[config.mk]
export PLATFORM = sky130hd
export DESIGN_NAME = tqrm_cell
export DESIGN_NICKNAME = d
export VERILOG_FILES = /design/src/hdl/timestamped_quaternion_ring_match_top_assert.svh /design/src/hdl/tqrm_pkg.sv /design/src/hdl/tqrm_cell.sv
export SDC_FILE = /design/constraint.sdc
export NUM_CORES = 1
export LEC_CHECK = 0
export BUFFER_PORTS_ARGS = -buffer_cell sky130_fd_sc_hd__buf_2
export CAP_MARGIN = 20
export CORE_MARGIN = 5
export CORE_UTILIZATION = 52
export CTS_BUF_LIST = sky130_fd_sc_hd__clkbuf_8
export CTS_CLUSTER_SIZE = 25
export DETAILED_ROUTE_END_ITERATION = 8
export GPL_TIMING_DRIVEN = 1
export MAX_ROUTING_LAYER = met4
export PLACE_DENSITY_LB_ADDON = 0.1
export SETUP_SLACK_MARGIN = 0.02
export SLEW_MARGIN = 15
export SYNTH_ARGS = -nofsm -noshare
export SYNTH_HDL_FRONTEND = slang
export SYNTH_SLANG_ARGS = --single-unit
[constraint.sdc]
create_clock -name clk -period 3.3 [get_ports clk]
set_clock_uncertainty 0.15 [all_clocks]
set_input_delay 0.165 -clock clk [delete_from_list [all_inputs] [get_ports clk]]
set_output_delay 0.165 -clock clk [all_outputs]
set_load 0.05 [all_outputs]
[src/hdl/timestamped_quaternion_ring_match_top_assert.svh]
// ---------------------------------------------------------------------------
// assertion macros for the timestamped quaternion ring match block
// compiled out when SYNTHESIS is defined
// ---------------------------------------------------------------------------
`ifndef TIMESTAMPED_QUATERNION_RING_MATCH_TOP_ASSERT_SVH
`define TIMESTAMPED_QUATERNION_RING_MATCH_TOP_ASSERT_SVH

`ifndef SYNTHESIS

// antecedent implies consequent in the same cycle
`define TQRM_ASSERT_SAME(label, clk, rst, ante, cons) \
  label: assert property (@(posedge clk) disable iff (rst) (ante) |-> (cons)) \
    else $error("tqrm assertion failed");

// antecedent implies consequent in the next cycle
`define TQRM_ASSERT_NEXT(label, clk, rst, ante, cons) \
  label: assert property (@(posedge clk) disable iff (rst) (ante) |=> (cons)) \
    else $error("tqrm assertion failed");

`else

`define TQRM_ASSERT_SAME(label, clk, rst, ante, cons)

`define TQRM_ASSERT_NEXT(label, clk, rst, ante, cons)

`endif

`endif

[src/hdl/tqrm_pkg.sv]
// ---------------------------------------------------------------------------
// tqrm_pkg
// types and constants shared by the quaternion ring match cells and top
// ---------------------------------------------------------------------------
`timescale 1ns / 1ps

package tqrm_pkg;

  localparam int FRAME_SLOTS_DEF = 32;
  localparam int STAMP_W         = 32;
  localparam int SLOT_FIELD_W    = 5;
  localparam int COMP_W          = 16;

  typedef enum logic {
    OP_INSERT = 1'b0,
    OP_MATCH  = 1'b1
  } op_t;

  typedef struct packed {
    logic signed [COMP_W-1:0] z;
    logic signed [COMP_W-1:0] y;
    logic signed [COMP_W-1:0] x;
    logic signed [COMP_W-1:0] w;
  } quat_t;

  typedef struct packed {
    op_t                      operation;
    logic [STAMP_W-1:0]       stamp;
    logic signed [COMP_W-1:0] quat_w;
    logic signed [COMP_W-1:0] quat_x;
    logic signed [COMP_W-1:0] quat_y;
    logic signed [COMP_W-1:0] quat_z;
  } in_item_t;

  typedef struct packed {
    logic [SLOT_FIELD_W-1:0]  slot_found;
    logic signed [COMP_W-1:0] found_w;
    logic signed [COMP_W-1:0] found_x;
    logic signed [COMP_W-1:0] found_y;
    logic signed [COMP_W-1:0] found_z;
  } out_item_t;

  // search token passed from cell to cell
  typedef struct packed {
    logic                    valid;
    logic [STAMP_W-1:0]      query;
    logic [STAMP_W-1:0]      diff;
    logic [SLOT_FIELD_W-1:0] slot;
    quat_t                   quat;
  } scan_tok_t;

  // shared write broadcast to every cell
  typedef struct packed {
    logic  en;
    logic [STAMP_W-1:0] stamp;
    quat_t quat;
  } frame_wr_t;

endpackage

[src/hdl/tqrm_cell.sv]
// ---------------------------------------------------------------------------
// tqrm_cell
// one ring slot: holds a frame and folds it into the passing search token
// ---------------------------------------------------------------------------
`timescale 1ns / 1ps

module tqrm_cell #(
  parameter int FRAME_SLOTS = tqrm_pkg::FRAME_SLOTS_DEF,
  parameter int CELL_INDEX  = 0
) (
  input  logic                            clk,
  input  logic                            rst,
  input  tqrm_pkg::frame_wr_t             wr,
  input  logic [$clog2(FRAME_SLOTS)-1:0]  wr_slot,
  input  tqrm_pkg::scan_tok_t             tok_in,
  output tqrm_pkg::scan_tok_t             tok_out
);

  localparam int SLOT_W = $clog2(FRAME_SLOTS);
  localparam logic [SLOT_W-1:0] MY_SLOT = SLOT_W'(CELL_INDEX);
  localparam logic [tqrm_pkg::SLOT_FIELD_W-1:0] MY_TAG =
    tqrm_pkg::SLOT_FIELD_W'(CELL_INDEX);
  localparam bit IS_FIRST = (CELL_INDEX == 0);

  logic [tqrm_pkg::STAMP_W-1:0] stamp;
  tqrm_pkg::quat_t              quat;
  logic [tqrm_pkg::STAMP_W-1:0] diff;
  logic                         take;
  tqrm_pkg::scan_tok_t          tok_next;

  always_ff @(posedge clk) begin
    if (rst) begin
      stamp <= '0;
      quat  <= '0;
    end else if (wr.en && (wr_slot == MY_SLOT)) begin
      stamp <= wr.stamp;
      quat  <= wr.quat;
    end
  end

  always_comb begin
    diff = (stamp >= tok_in.query) ? (stamp - tok_in.query) : (tok_in.query - stamp);
    // strict compare keeps the lower slot on a tie
    take = IS_FIRST || (diff < tok_in.diff);
    tok_next = tok_in;
    if (take) begin
      tok_next.diff = diff;
      tok_next.slot = MY_TAG;
      tok_next.quat = quat;
    end
  end

  always_ff @(posedge clk) begin
    if (rst) begin
      tok_out <= '0;
    end else begin
      tok_out <= tok_next;
    end
  end

endmodule

==> flow_summary_export.csv, run 1 <==
group,metric,value,unit
synthesis,synthArstFlopShare,0,%
synthesis,synth_cell_types,58,
synthesis,yosys.area_share.xor_xnor,1.88,%
synthesis,yosys.area_share.adder,8.09,%
clock_tree,clkSlewWorstSetupHoldPaths,0.06,ns
synthesis,synthMuxAreaShare,2.53,%
clock_tree,cts_root_buf,"clkbuf_8",
setup_path,worstPathMaxFanout,7,
setup_path,critical_path_class,"primary input to flop",
job,max_cap_violations,0,
clock_tree,htree_levels,2,
global_routing,grt_start_max_net_pins,127,
synthesis,synth_edf_count,0,
setup_path,crit_buf_inv,5,
synthesis,synth-simple-area-share,20.0,%
global_routing,grt_pass1_vias,9503,
clock_tree,ctsLongestPathBuffers,3,
sta,finalCriticalPeriod,3.16,ns
global_routing,antenna_found_initial,0,
final_layout,fin_nets,1949,
sta,setup_viol,0,
clock_tree,cts.sinks,225,
power_and_ir_drop,pwr_density_cell,443,mW/mm2
sta,max_slew_margin,29.7,%
drt,postRouteAntennaNets,0,
sta,drv_slew,0,
setup_path,crit_family,"compound AO/OA/AOI/OAI gates",
drt,drt-initial-drc-count,483,
sta,min_period_over_period,95.9,%
sta,finalHoldViolCount,0,
drt,drt-total-wl,29.0,mm
drt,viasPerCell,4.99,
setup_path,cp_slowest_cell,"dlygate4sd3_1",
hold_path,holdCritPathClass,"primary input to flop",
die,die_area,0.0226,mm2
synthesis,ys_ff_latch,225,
synthesis,synth_top_family_by_area,"simple AND/OR/NAND/NOR gates",
setup_path,crit_arrival,3.44,ns
die,coreArea,0.0194,mm2
clock_tree,cts_tree,"yes",
synthesis,synth_compound_area_share,17.0,%
placed_design,hpwlAfterDp,19.5,mm
die,die_w,150,um
synthesis,yosys_most_used_dff,"dfxtp_1",
run_status,status,"complete, no violations",
final_layout,final-seq-area,0.00450,mm2
synthesis,netlist_area,0.0102,mm2
synthesis,synthCells,1240,
global_routing,grt_pass1_wl,46.5,mm
drt,drc,0,
final_layout,drive_above_1_share,23.6,%
synthesis,yosysSeqAreaShare,44.0,%
placed_design,io_buffers,265,
drt,drtPass1Iterations,5,
clock_tree,clk_latency,0.54,ns
final_layout,area_growth,37.1,%
power_and_ir_drop,fin_total_pwr,0.00621,W
placed_design,dpl_cell_area,0.0119,mm2
final_layout,design_area,0.0140,mm2
sta,fmax,316,MHz
synthesis,syn_avg_cell_area,8.25,um2
global_routing,overflow,0,
setup_path,start_kind,"primary input",
clock_tree,cts_buffers,38,
setup_path,required,3.57,ns
die,die_h,150,um
die,start_util,52.8,%
setup_path,max_stage_delay,0.52,ns
drt,wl_per_cell,15.0,um
final_layout,nFillCells,1518,
sta,worst_pin_slew,1.05,ns
final_layout,diodes,0,
synthesis,ys_warn_count,0,
power_and_ir_drop,p_leak,6.39,nW
power_and_ir_drop,vdd_drop_max,316,uV
final_layout,multi_input_area,0.00515,mm2
die,io_pins,372,
placed_design,routabilityCongestion,0.925,
drt,via_count,9646,
sta,rsz0062_at_grt,"false",
global_routing,globalRouteTotalUtil,25.8,%
setup_path,cp-end-kind,"flop",
setup_path,path_cells,"dlygate4sd3_1 > buf_2 > inv_1 > ha_1 > a21oi_1 > o21ai_1 > a21oi_1 > o211ai_1 > o21ai_2 > buf_4 > nand2_4 > buf_4 > mux2i_1 > a211oi_2 > mux2_1",
die,rows,51,
[cell usage after synthesis, types with 18 or more instances]
cell type / count / share of area (%)
ha_1: 63 / 7.7
nand2_1: 229 / 8.4
a21oi_1: 166 / 8.1
buf_2: 19 / 0.93
nor2b_1: 83 / 5.1
mux2i_1: 18 / 1.8
clkbuf_1: 48 / 1.8
dfxtp_1: 225 / 44
inv_1: 73 / 2.7
o21ai_0: 23 / 1.1
a21o_1: 24 / 1.8
nor2_1: 90 / 3.3
[cells by family after synthesis]
logic type,count (synthesis)
flops,225
xor+xnor,22
mux,25
fa+ha+maj,65
compound gates,292
buf+inv,154
other cells,1
simple gates,456
[layout make-up]
type / count / area share [%]
clock buffers: 43 / 4.22
clock inverters: 21 / 1.10
inverters: 73 / 1.95
multi-input cells: 865 / 36.7
flip-flops and latches: 225 / 32.1
well taps: 265 / 2.36
repair buffers: 443 / 21.6
[power by group]
part	internal [W]	switching (W)
sequential	0.00279	0.0000236
clock	0.00135	0.00110
combinational	0.000372	0.000582
[flip-flops by register name, indices dropped and copies added (netlist names)]
signal	flops
quat	64
stamp	32
tok_out	129
[worst paths after layout]
path | to | slack, ns | startpoint | cells past startpoint
min | tok_out[109] | 0.009 | rst | 2
max | tok_out[99] | 0.14 | tok_in[114] | 15
max reg2reg | tok_out[99] | 0.16 | stamp[13] | 12
min reg2reg | quat[49] | 0.30 | quat[49] | 2
[layout by cell type, fill, tap and decap left out, types with 4 or more instances in the layout]
master         Yosys  layout
buf_2             19     264
xnor2_1           15      15
mux2_1             7       7
and2_1             4       4
a211oi_1           7       7
nor3_1             9       8
nand3_1            8       8
a211oi_2           4       4
o21bai_1           8       8
o21ai_1           14      13
inv_1             73      83
nand4_1            8       8
a221oi_2           2       4
nor2_1            90      90
nor2b_1           83      82
dfxtp_1          225     225
o21a_1             8       8
dlygate4sd3_1      0     129
or3_1              4       4
o21ai_0           23      22
a21oi_1          166     163
and3_1             8       8
a21oi_2            1       4
xor2_1             7       7
mux2i_1           18      18
conb_1             1       5
buf_4              7      46
a31oi_1           12      12
clkbuf_8           0      43
ha_1              63      61
clkinv_2           0       6
a21o_1            24      24
nand2b_1           6       6
nand2_1          229     229
[layer usage]
| metal | vias to the layer above | global-route usage, % | wire length [um] |
|---|---|---|---|
| met5 | - | - | 0 |
| met4 | 0 | 8.60 | 592 |
| met3 | 54 | 4.82 | 1970 |
| met2 | 318 | 42.0 | 13700 |
| met1 | 4387 | 32.4 | 12800 |
| li1 | 4887 | - | - |
[stage by stage]
stage	cells	utilization (%)	setup slack (ns)	hold slack, ns	TNS [ns]
final	1935	72.3	0.135	0.00887	0
after global routing	1935	72.3	0.0179	0.0594	0
after CTS	1935	72.1	0.0355	0.0145	0
after detailed placement	1742	61.5	-0.0176	0.230	-0.0176
after global placement	1742	61.5	0.0949	0.221	0
after floorplan	1244	-	0.376	0.143	0
[worst register-to-register path: cells and delay by family (launching register included)]
family	cells	cell delay, ns
AO/OA/AOI/OAI	6	1.32
adder cells (fa/ha/maj)	1	0.30
buffers and inverters	2	0.36
flip-flops	1	0.32
multiplexers	2	0.48
AND/OR/NAND/NOR	1	0.10
[timing repair]
action | in CTS | in global routing
hold buffers | 129 | 0
gates resized for setup | 1 | 14
buffers inserted | 0 | 0
setup endpoints to repair | 3 | 12
pin swaps | 0 | 4
hold endpoints to repair | 131 | 0
No activity file was read; power rests on OpenSTA's default activity.
==> inputs of run 2 (changes only) <==
Settings changed: BUFFER_PORTS_ARGS -buffer_cell sky130_fd_sc_hd__buf_2 to -buffer_cell sky130_fd_sc_hd__buf_4, GPL_TIMING_DRIVEN 1 to unset.
==> flow_summary_export.csv, run 2 (synthesis results as in run 1) <==
group,metric,value,unit
run_status,status,"complete, no violations",
final_layout,reg_top3,"tok_out x129, quat x64, stamp x32",
setup_path,worstPathMaxFanout,5,
die,coreArea,0.0194,mm2
final_layout,diodes,0,
final_layout,fin_nets,1963,
global_routing,antenna_found_initial,0,
clock_tree,cts_buffers,39,
final_layout,final_cell_mix,"buf_4 (311), nand2_1 (228), dfxtp_1 (224)",
clock_tree,clkSlewWorstSetupHoldPaths,0.06,ns
clock_tree,htree_levels,2,
drt,via_count,9887,
hold_path,hold_depth,4,
clock_tree,cts_root_buf,"clkbuf_8",
placed_design,hpwlAfterDp,20.5,mm
final_layout,nFillCells,1400,
power_and_ir_drop,pwr_density_cell,437,mW/mm2
final_layout,layout.cells.most_common,"buf_4",
job,max_cap_violations,0,
sta,finalCriticalPeriod,3.14,ns
final_layout,largest_register,"tok_out",
sta,max_slew_margin,29.6,%
setup_path,critical_path_class,"primary input to flop",
setup_path,cp-end-kind,"flop",
placed_design,dpl_cell_area,0.0126,mm2
setup_path,required,3.57,ns
drt,drt-initial-drc-count,443,
power_and_ir_drop,vdd_drop_max,352,uV
global_routing,globalRouteTotalUtil,27.5,%
placed_design,io_buffers,265,
die,io_pins,372,
sta,setup_viol,0,
die,die_area,0.0226,mm2
final_layout,drive_above_1_share,23.5,%
global_routing,grt_start_max_net_pins,106,
global_routing,grt_pass1_vias,9760,
sta,worst_pin_slew,1.06,ns
drt,wl_per_cell,16.0,um
placed_design,dp_cells,1741,
drt,met1Wirelength,13.3,mm
final_layout,multi_input_area,0.00514,mm2
drt,top_layer,"met4",
placed_design,routabilityCongestion,0.905,
drt,postRouteAntennaNets,0,
setup_path,start_kind,"primary input",
drt,viasPerCell,5.07,
drt,drc,0,
die,die_w,150,um
clock_tree,clk_latency,0.54,ns
setup_path,crit_arrival,3.41,ns
clock_tree,cts_tree,"yes",
power_and_ir_drop,p_leak,6.63,nW
drt,dr_wl_met3,1.90,mm
die,die_h,150,um
sta,fmax,319,MHz
global_routing,grt_pass1_wl,49.1,mm
die,start_util,52.8,%
hold_path,holdCritPathClass,"primary input to flop",
sta,fin_setup_tns,0,ns
final_layout,layoutNonFillerInstCount,1952,
sta,drv_slew,0,
sta,rsz0062_at_grt,"true",
drt,drt-total-wl,31.2,mm
clock_tree,cts.sinks,225,
clock_tree,ctsLongestPathBuffers,3,
final_layout,largest_reg_flops,129,
setup_path,reg2reg_depth,13,
drt,drtPass1Iterations,6,
sta,min_period_over_period,95.1,%
drt,routed-wl-met2,15.2,mm
final_layout,area_growth,45.2,%
final_layout,design_area,0.0149,mm2
global_routing,overflow,0,
final_layout,final-seq-area,0.00451,mm2
die,rows,51,
sta,finalHoldViolCount,0,
==> run 2: cell types whose count changed in the layout (fill, tap and decap cells not counted), moves of 2 or more <==
cell,previous run,this run
buf_12,3,1
buf_4,46,311
clkbuf_8,43,49
buf_2,264,0
dlygate4sd3_1,129,142
nand2_2,0,2
clkinv_2,6,4
ha_2,2,0
ha_1,61,63
==> run 2: final cells by class <==
class	instances	share of cell area (%)
Timing Repair Buffer	456	25.6
Clock buffer	49	4.54
Multi-Input combinational cell	865	34.6
Tap cell	265	2.23
Sequential cell	225	30.3
Clock inverter	19	0.943
Inverter	73	1.84
==> run 2: timing repair <==
item,in CTS,in global routing
setup endpoints to repair,1,12
setup buffers,0,1
hold buffers,142,0
resized for setup,2,11
hold endpoints to repair,146,0
pin swaps,0,5
==> run 2: worst paths after layout <==
path / from / endpoint / slack [ns]
hold / removal: wr_slot[4] / quat[15] / 0.14
setup / recovery: tok_in[103] / tok_out[72] / 0.16
setup reg to reg: stamp[0] / tok_out[72] / 0.17
hold reg to reg: quat[50] / quat[50] / 0.30
==> run 2: critical path, cell delays in order <==
cell and delay (ns):
dlygate4sd3_1 0.54, buf_4 0.12, inv_1 0.05, ha_1 0.36, nor2b_2 0.19, o31a_1 0.32, o21ai_2 0.21, a21oi_2 0.09
o21ai_2 0.22, and2_4 0.19, buf_4 0.11, mux2_1 0.32, a31oi_2 0.17, mux2_1 0.34
==> run 2: metal layers <==
metal  GRT usage [%]  vias to the layer above
met3            5.51                       65
met4            8.55                        0
met1            34.0                     4588
met5               -                        -
met2            45.7                      303
li1                -                     4931
==> run 2: where the power goes <==
| part | switching, W | internal (W) | total (W) |
|---|---|---|---|
| Sequential | 0.0000271 | 0.00279 | 0.00281 |
| Clock | 0.00113 | 0.00150 | 0.00263 |
| Combinational | 0.000598 | 0.000457 | 0.00106 |
==> run 2: through the flow <==
stage	power (W)	utilization, %	hold slack, ns	setup WS [ns]
6_report	0.00649	76.6	0.137	0.160
2_1_floorplan	0.00342	-	0.143	0.376
4_1_cts	0.00654	76.3	0.0995	0.0359
5_1_grt	0.00677	76.6	0.147	0.0102
3_5_place_dp	0.00377	64.8	0.231	0.0282
3_3_place_gp	0.00376	64.8	0.224	0.0826
